==> config.mk <==
export PLATFORM = sky130hd
export DESIGN_NAME = delta_list_task_timer_queue_unit
export DESIGN_NICKNAME = d
export VERILOG_FILES = /design/src/rtl/core/dltq_pkg.sv /design/src/rtl/core/dltq_ram.sv /design/src/rtl/core/delta_list_task_timer_queue_unit.sv
export SDC_FILE = /design/constraint.sdc
export NUM_CORES = 1
export LEC_CHECK = 0
export BUFFER_PORTS_ARGS = -buffer_cell sky130_fd_sc_hd__clkbuf_2
export CAP_MARGIN = 40
export CORE_ASPECT_RATIO = 0.75
export CORE_MARGIN = 3
export CORE_UTILIZATION = 50
export CTS_BUF_LIST = sky130_fd_sc_hd__clkbuf_8
export CTS_CLUSTER_DIAMETER = 40
export DETAILED_ROUTE_END_ITERATION = 16
export PLACE_DENSITY_LB_ADDON = 0.3
export SYNTH_ARGS = -nofsm -noshare
export SYNTH_HDL_FRONTEND = slang
export SYNTH_HIERARCHICAL = 1
export SYNTH_SLANG_ARGS = --single-unit
==> constraint.sdc <==
create_clock -name clk -period 8.1 [get_ports clk]
set_clock_uncertainty 0.1 [all_clocks]
set_input_delay 0.81 -clock clk [delete_from_list [all_inputs] [get_ports clk]]
set_output_delay 0.81 -clock clk [all_outputs]
set_load 0.02 [all_outputs]
==> src/rtl/core/dltq_pkg.sv <==
// Shared types and codes for the delta-list timer queue.
package dltq_pkg;

  typedef enum logic [1:0] {
    CMD_TICK     = 2'd0,
    CMD_ADD      = 2'd1,
    CMD_DISPATCH = 2'd2,
    CMD_UNUSED   = 2'd3
  } command_t;

  typedef enum logic [1:0] {
    STAT_OK    = 2'd0,
    STAT_FULL  = 2'd1,
    STAT_EMPTY = 2'd2,
    STAT_RSVD  = 2'd3
  } status_t;

  // One queue slot; delta counts ticks from the slot ahead of it.
  typedef struct packed {
    logic [7:0]  task_id;
    logic [15:0] delta;
    logic [15:0] period;
    logic [7:0]  runs;
  } entry_t;

  localparam int unsigned EntryWidth = $bits(entry_t);

endpackage

==> src/rtl/core/dltq_ram.sv <==
// Generic single-write, single-read RAM with registered read data.
module dltq_ram #(
  parameter int unsigned WIDTH = 8,
  parameter int unsigned DEPTH = 16
) (
  input  logic                     clk,
  input  logic                     we,
  input  logic [$clog2(DEPTH)-1:0] waddr,
  input  logic [WIDTH-1:0]         wdata,
  input  logic [$clog2(DEPTH)-1:0] raddr,
  output logic [WIDTH-1:0]         rdata
);

  logic [WIDTH-1:0] mem [DEPTH];

  always_ff @(posedge clk) begin
    if (we) begin
      mem[waddr] <= wdata;
    end
    rdata <= mem[raddr];
  end

endmodule

==> src/rtl/core/delta_list_task_timer_queue_unit.sv <==
// Top level of the delta-list timer queue: sequencer around one entry RAM.
//
//  channel | valid     | stall     | payload
//  --------+-----------+-----------+--------------------------------------
//  input   | in_valid  | in_stall  | command, task_id, delay, period
//  output  | out_valid | out_stall | fired, fired_task, status
//
// One beat in gives one beat out. The sequencer owns the single RAM port
// pair, so in_stall stays high from acceptance until the result is loaded
// into the output register. Every RAM access is a read step then a
// write/compare step. A tick writes back the head as read while idle; on an
// empty queue, for a full add and for the unused code only the result is
// loaded. An add scans entries until its position is found, shifts the
// rest back by one slot and writes the new entry. Dispatch of a ready
// head moves the others forward, plus an add for a periodic task.
// Synchronous active-high rst clears the entry count and the control
// state; RAM contents are left alone and never used above the count.
// A held-off output stalls the sequencer in its last step only.
module delta_list_task_timer_queue_unit #(
  parameter int unsigned MAX_TASKS = 16
) (
  input  logic        clk,
  input  logic        rst,
  input  logic        in_valid,
  output logic        in_stall,
  input  logic [1:0]  command,
  input  logic [7:0]  task_id,
  input  logic [15:0] delay,
  input  logic [15:0] period,
  output logic        out_valid,
  input  logic        out_stall,
  output logic        fired,
  output logic [7:0]  fired_task,
  output logic [1:0]  status
);

  localparam int unsigned AW = $clog2(MAX_TASKS);
  localparam int unsigned CW = $clog2(MAX_TASKS + 1);

  // sequencer states
  localparam logic [3:0] S_IDLE   = 4'd0;
  localparam logic [3:0] S_TICK   = 4'd1;
  localparam logic [3:0] S_DISP   = 4'd2;
  localparam logic [3:0] S_DR_RD  = 4'd3;
  localparam logic [3:0] S_DR_WR  = 4'd4;
  localparam logic [3:0] S_DR_END = 4'd5;
  localparam logic [3:0] S_INS    = 4'd6;
  localparam logic [3:0] S_SC_RD  = 4'd7;
  localparam logic [3:0] S_SC_CMP = 4'd8;
  localparam logic [3:0] S_SH_RD  = 4'd9;
  localparam logic [3:0] S_SH_WR  = 4'd10;
  localparam logic [3:0] S_WR_NEW = 4'd11;
  localparam logic [3:0] S_FIN    = 4'd12;

  logic [3:0]    state;
  logic [CW-1:0] count;
  logic [CW-1:0] pos;        // insert position being scanned
  logic [CW-1:0] idx;        // move index for remove / shift
  logic [15:0]   ahead_sum;  // summed delay of the entries ahead of pos
  logic [16:0]   at_reg;     // summed delay up to and including pos
  logic          periodic;

  // entry being inserted (new task or re-queued head)
  logic [7:0]    ins_task;
  logic [15:0]   ins_delay;
  logic [15:0]   ins_period;
  logic [7:0]    ins_runs;

  // result being built for the current beat
  logic          res_fired;
  logic [7:0]    res_task;
  logic [1:0]    res_status;

  logic [AW-1:0] rd_addr;
  logic [AW-1:0] wr_addr;
  logic          wr_en;
  dltq_pkg::entry_t rd_entry;
  dltq_pkg::entry_t wr_entry;
  logic [dltq_pkg::EntryWidth-1:0] ram_rdata;

  logic [CW-1:0] idx_inc;
  logic [CW-1:0] idx_dec;
  logic [CW-1:0] pos_inc;
  logic [16:0]   at_sum;
  logic          fits;
  logic [16:0]   split_diff;

  assign rd_entry   = dltq_pkg::entry_t'(ram_rdata);
  assign idx_inc    = idx + CW'(1);
  assign idx_dec    = idx - CW'(1);
  assign pos_inc    = pos + CW'(1);
  assign at_sum     = {1'b0, ahead_sum} + {1'b0, rd_entry.delta};
  assign fits       = ({1'b0, ins_delay} <= at_sum);
  assign split_diff = at_reg - {1'b0, ins_delay};
  assign in_stall   = (state != S_IDLE);

  dltq_ram #(
    .WIDTH (dltq_pkg::EntryWidth),
    .DEPTH (MAX_TASKS)
  ) u_entries (
    .clk   (clk),
    .we    (wr_en),
    .waddr (wr_addr),
    .wdata (wr_entry),
    .raddr (rd_addr),
    .rdata (ram_rdata)
  );

  // RAM port control; idle reads the head so tick and dispatch find it ready
  always_comb begin
    rd_addr  = '0;
    wr_addr  = '0;
    wr_en    = 1'b0;
    wr_entry = rd_entry;
    unique case (state)
      S_SC_RD: rd_addr = pos[AW-1:0];
      S_DR_RD: rd_addr = idx_inc[AW-1:0];
      S_SH_RD: rd_addr = idx_dec[AW-1:0];
      S_TICK: begin
        wr_en = 1'b1;
        if (rd_entry.delta != 16'd0) begin
          wr_entry.delta = rd_entry.delta - 16'd1;
        end else begin
          if (rd_entry.runs != 8'hFF) wr_entry.runs = rd_entry.runs + 8'd1;
          if (rd_entry.period != 16'd0) wr_entry.delta = rd_entry.period;
        end
      end
      S_DR_WR: begin
        wr_en   = 1'b1;
        wr_addr = idx[AW-1:0];
      end
      S_SH_WR: begin
        wr_en   = 1'b1;
        wr_addr = idx[AW-1:0];
        // entry displaced from the insert point keeps only the remainder
        if (idx == pos_inc) wr_entry.delta = split_diff[15:0];
      end
      S_WR_NEW: begin
        wr_en            = 1'b1;
        wr_addr          = pos[AW-1:0];
        wr_entry.task_id = ins_task;
        wr_entry.delta   = ins_delay - ahead_sum;
        wr_entry.period  = ins_period;
        wr_entry.runs    = ins_runs;
      end
      default: ;
    endcase
  end

  always_ff @(posedge clk) begin
    if (rst) begin
      state     <= S_IDLE;
      count     <= '0;
      out_valid <= 1'b0;
    end else begin
      // in the last step the output register is either kept or reloaded
      if (out_valid && !out_stall && state != S_FIN) out_valid <= 1'b0;
      unique case (state)
        S_IDLE: begin
          if (in_valid) begin
            res_fired  <= 1'b0;
            res_task   <= 8'd0;
            res_status <= dltq_pkg::STAT_OK;
            case (command)
              dltq_pkg::CMD_TICK: begin
                state <= (count == '0) ? S_FIN : S_TICK;
              end
              dltq_pkg::CMD_ADD: begin
                ins_task   <= task_id;
                ins_delay  <= delay;
                ins_period <= period;
                ins_runs   <= 8'd0;
                if (count == CW'(MAX_TASKS)) begin
                  res_status <= dltq_pkg::STAT_FULL;
                  state      <= S_FIN;
                end else begin
                  state <= S_INS;
                end
              end
              dltq_pkg::CMD_DISPATCH: begin
                if (count == '0) begin
                  res_status <= dltq_pkg::STAT_EMPTY;
                  state      <= S_FIN;
                end else begin
                  state <= S_DISP;
                end
              end
              default: state <= S_FIN;
            endcase
          end
        end
        S_TICK: state <= S_FIN;
        S_DISP: begin
          if (rd_entry.runs == 8'd0) begin
            res_status <= dltq_pkg::STAT_EMPTY;
            state      <= S_FIN;
          end else begin
            res_fired  <= 1'b1;
            res_task   <= rd_entry.task_id;
            ins_task   <= rd_entry.task_id;
            ins_delay  <= rd_entry.delta;
            ins_period <= rd_entry.period;
            ins_runs   <= rd_entry.runs - 8'd1;
            periodic   <= (rd_entry.period != 16'd0);
            count      <= count - CW'(1);
            idx        <= '0;
            state      <= (count > CW'(1)) ? S_DR_RD : S_DR_END;
          end
        end
        S_DR_RD: state <= S_DR_WR;
        S_DR_WR: begin
          idx   <= idx_inc;
          state <= (idx_inc < count) ? S_DR_RD : S_DR_END;
        end
        S_DR_END: state <= periodic ? S_INS : S_FIN;
        S_INS: begin
          pos       <= '0;
          ahead_sum <= 16'd0;
          state     <= (count == '0) ? S_WR_NEW : S_SC_RD;
        end
        S_SC_RD: state <= S_SC_CMP;
        S_SC_CMP: begin
          if (fits) begin
            // ties land ahead of equal entries
            at_reg <= at_sum;
            idx    <= count;
            state  <= S_SH_RD;
          end else begin
            ahead_sum <= at_sum[15:0];
            pos       <= pos_inc;
            state     <= (pos_inc == count) ? S_WR_NEW : S_SC_RD;
          end
        end
        S_SH_RD: state <= S_SH_WR;
        S_SH_WR: begin
          if (idx == pos_inc) begin
            state <= S_WR_NEW;
          end else begin
            idx   <= idx_dec;
            state <= S_SH_RD;
          end
        end
        S_WR_NEW: begin
          count <= count + CW'(1);
          state <= S_FIN;
        end
        S_FIN: begin
          if (!out_valid || !out_stall) begin
            fired      <= res_fired;
            fired_task <= res_task;
            status     <= res_status;
            out_valid  <= 1'b1;
            state      <= S_IDLE;
          end
        end
        default: state <= S_IDLE;
      endcase
    end
  end

endmodule

==> flow_metrics.env <==
export IMPL_fillerInstances=5906
export IMPL_antenna_found_initial=0
export IMPL_cts_sinks=939
export IMPL_areaGrowthSynthToFinish_pct=12.3
export IMPL_vdd_drop_max_v=0.000185
export IMPL_synth_ff_type="edfxtp_1"
export IMPL_dr_first_iter_drc_count=2696
export IMPL_reg2reg_depth=17
export IMPL_grt_max_degree=131
export IMPL_hold_slack_ps=187
export IMPL_cts_tree="done"
export IMPL_r2r_start="ahead_sum[0]"
export IMPL_worst_path_buf_inv=1
export IMPL_crit_path_end="ahead_sum[12]"
export IMPL_min_path_type="in2reg"
export IMPL_synth_edf_count=881
export IMPL_drive_above_1_share=0.213
export IMPL_yosys_area_share_xor_xnor=0.0160
export IMPL_cp_cell_sequence="ha_1, fa_1, a211oi_1, o311a_1, o31ai_2, a211o_1, a21oi_1, xor2_1, ha_1, nand3_1, nor3_1, o31a_1, o31ai_1, a41oi_1, a22oi_1, nor2_2, buf_4"
export IMPL_clockRootBuffer="clkbuf_8"
export IMPL_synth_area_mux_share=0.113
export IMPL_setup_tns_final_ps=0
export IMPL_num_rows=88
export IMPL_period_share=0.633
export IMPL_critical_path_class="reg2reg"
export IMPL_rsz0062_at_grt="false"
export IMPL_synth_async_reset_ratio=0
export IMPL_track_usage=0.240
export IMPL_synth_top_family_by_area="multiplexers"
export IMPL_total_power_mw=14.6
export IMPL_final_cells=3699
export IMPL_power_leakage_nw=15.0
export IMPL_largest_reg_flops=768
export IMPL_slowest_stage="a41oi_1"
export IMPL_synth_compound_area_frac=0.0657
export IMPL_ys_top_cells_by_area="edfxtp_1 67%, mux4_2 11%, dfxtp_1 2.9%"
export IMPL_synthTopCellsByCount="881 x edfxtp_1, 272 x nand2_1, 192 x mux4_2"
export IMPL_r2r_end="ahead_sum[12]"
export IMPL_fmax_mhz=195
export IMPL_worst_pin_slew_ps=995
export IMPL_syn_inst=2387
export IMPL_post_cts_buffers=0
export IMPL_crit_top_cell="ha_1"
export IMPL_dieWidth_microns=331
export IMPL_max_stage_delay_ps=510
export IMPL_reg2reg_slack_ps=2970
export IMPL_start_util=0.509
export IMPL_regMostFlops="u_entries/mem"
export IMPL_gp_congestion=0.902
export IMPL_overflow=0
export IMPL_ios=59
export IMPL_avgRoutedWirePerCell_microns=26.4
export IMPL_reg_top3="u_entries/mem (768), u_entries/rdata (48)"
export IMPL_dp_cells=3445
export IMPL_die_h_microns=249
export IMPL_drv_slew=0
export IMPL_cp_arrival_ps=5470
export IMPL_cp_depth=17
export IMPL_crit_start="ahead_sum[0]"
export IMPL_synth_nets=2515
export IMPL_dp_hpwl_microns=59100
export IMPL_wl_microns=97500
export IMPL_synth_largest_area_cell="edfxtp_1"
export IMPL_outcome="finished, final reports clean"
export IMPL_drt_first_pass_iters=6
export IMPL_via_per_inst=6.11
export IMPL_vias=22600
export IMPL_postCtsHoldBufs=0
export IMPL_stdcell_area_sq_mm=0.0443
export IMPL_relSlewSlack=0.337
export IMPL_clk_latency_ps=790
export IMPL_seq_area_frac_synth=0.699
export IMPL_startpoint_type="flip-flop"
export IMPL_route_detailed_drc=0
export IMPL_syn_area_per_cell_sq_um=16.5
export IMPL_netlist_area_sq_mm=0.0395
export IMPL_critPathTopFamily="compound AO/OA/AOI/OAI gates"
export IMPL_synthSimpleGateAreaFrac=0.0596
export IMPL_nNetsFinal=2684
export IMPL_core_area_sq_mm=0.0776
export IMPL_critPathRequiredTime_ps=8440
export IMPL_clkTransAtPathRegs_ps=60
export IMPL_ant_nets=0
export IMPL_ys_warn_count=6
export IMPL_cts_resized=0
export IMPL_power_density_mw_per_mm2=329
export IMPL_dpl_cell_area_sq_mm=0.0416
export IMPL_drv_cap=0
export IMPL_cp_max_fo=21
export IMPL_port_buffers=58
export IMPL_ys_seq_elements=939
export IMPL_synth_top_area_share=0.670
export IMPL_setup_violations_final=0
export IMPL_endpoint_kind="flip-flop"
export IMPL_finalCriticalPeriod_ps=5130
export IMPL_cts_made_buffers=144
export IMPL_yosysMostFrequentCell="edfxtp_1"
export IMPL_grt_pass1_wl_microns=146000
export IMPL_num_antenna_cells=0
export IMPL_cts_htree_levels=4
export IMPL_netlist_cell_type_count=78
export IMPL_yosys_area_share_adder=0.0265
export IMPL_die_area_sq_mm=0.0824
export IMPL_hold_viol=0
export IMPL_clk_path_buf_depth=3
export IMPL_grt_pass1_vias=22900
==> cells in the final DEF (no fill, tap or decap), types with 14 or more instances in the layout <==
cell and n:
a211oi_1 14, a21o_1 27, a21oi_1 59, a22oi_1 102
and3_1 15, buf_4 60, clkbuf_2 58, clkbuf_8 158
clkinv_1 19, dfxtp_1 58, edfxtp_1 881, ha_1 79
inv_1 117, mux4_2 192, nand2_1 271, nand3_1 22
nor2_1 97, nor3_1 24, nor4_1 14, o21ai_0 57
xnor2_1 41, xor2_1 26
==> worst min-delay path by stage <==
stage | start | to | slack [ps] | cells past startpoint
final | delay[5] | ins_delay[5] | 190 | 3
after global routing | task_id[5] | ins_task[5] | 160 | 2
after CTS | delay[5] | ins_delay[5] | 110 | 3
after detailed placement | res_task[7] | fired_task[7] | 310 | 0
after global placement | res_status[1] | status[1] | 300 | 0
after floorplan | res_fired | fired | 300 | 0
==> power breakdown <==
| part | switching (mW) | total [mW] | internal [mW] |
|---|---|---|---|
| clock network | 1.83 | 3.79 | 1.96 |
| logic | 2.45 | 3.76 | 1.31 |
| registers | 0.428 | 7.02 | 6.59 |
| total | 4.71 | 14.6 | 9.86 |
==> tightest hold or removal path: stages <==
cell and delay (ps):
clkbuf_2 70, nand2_1 40, nand2_1 50
==> stage by stage <==
step,util,setup WS [ps]
finish,0.571,2970
CTS,0.571,3050
detailed placement,0.536,3090
global route,0.571,2600
floorplan,-,2400
global placement,0.530,3070
==> final cells by class <==
cell class | count | area [sq um] | share of cell area
sequential | 939 | 27600 | 0.623
multi-input combinational | 1260 | 11200 | 0.254
clock buffer | 158 | 2170 | 0.0490
tap | 1035 | 1290 | 0.0292
timing repair buffer | 138 | 1150 | 0.0260
clock inverter | 96 | 581 | 0.0131
inverter | 73 | 274 | 0.00618
==> cells by family (layout without fill, tap and decap cells) <==
logic type / after synthesis / in the layout
flip-flops: 939 / 939
AND/OR/NAND/NOR: 531 / 531
AO/OA/AOI/OAI: 374 / 374
multiplexers: 204 / 204
buffers and inverters: 188 / 465
adder cells (fa/ha/maj): 82 / 82
XOR/XNOR: 69 / 69
==> per-layer routing <==
metal / vias up / share of wire / GRT usage
met5: - / 0 / 0
met4: 0 / 0.016 / 0.0639
met3: 113 / 0.095 / 0.0508
met2: 1082 / 0.46 / 0.354
met1: 11600 / 0.43 / 0.364
li1: 9795 / - / -
Note: power is estimated with default switching activity, not from simulation.
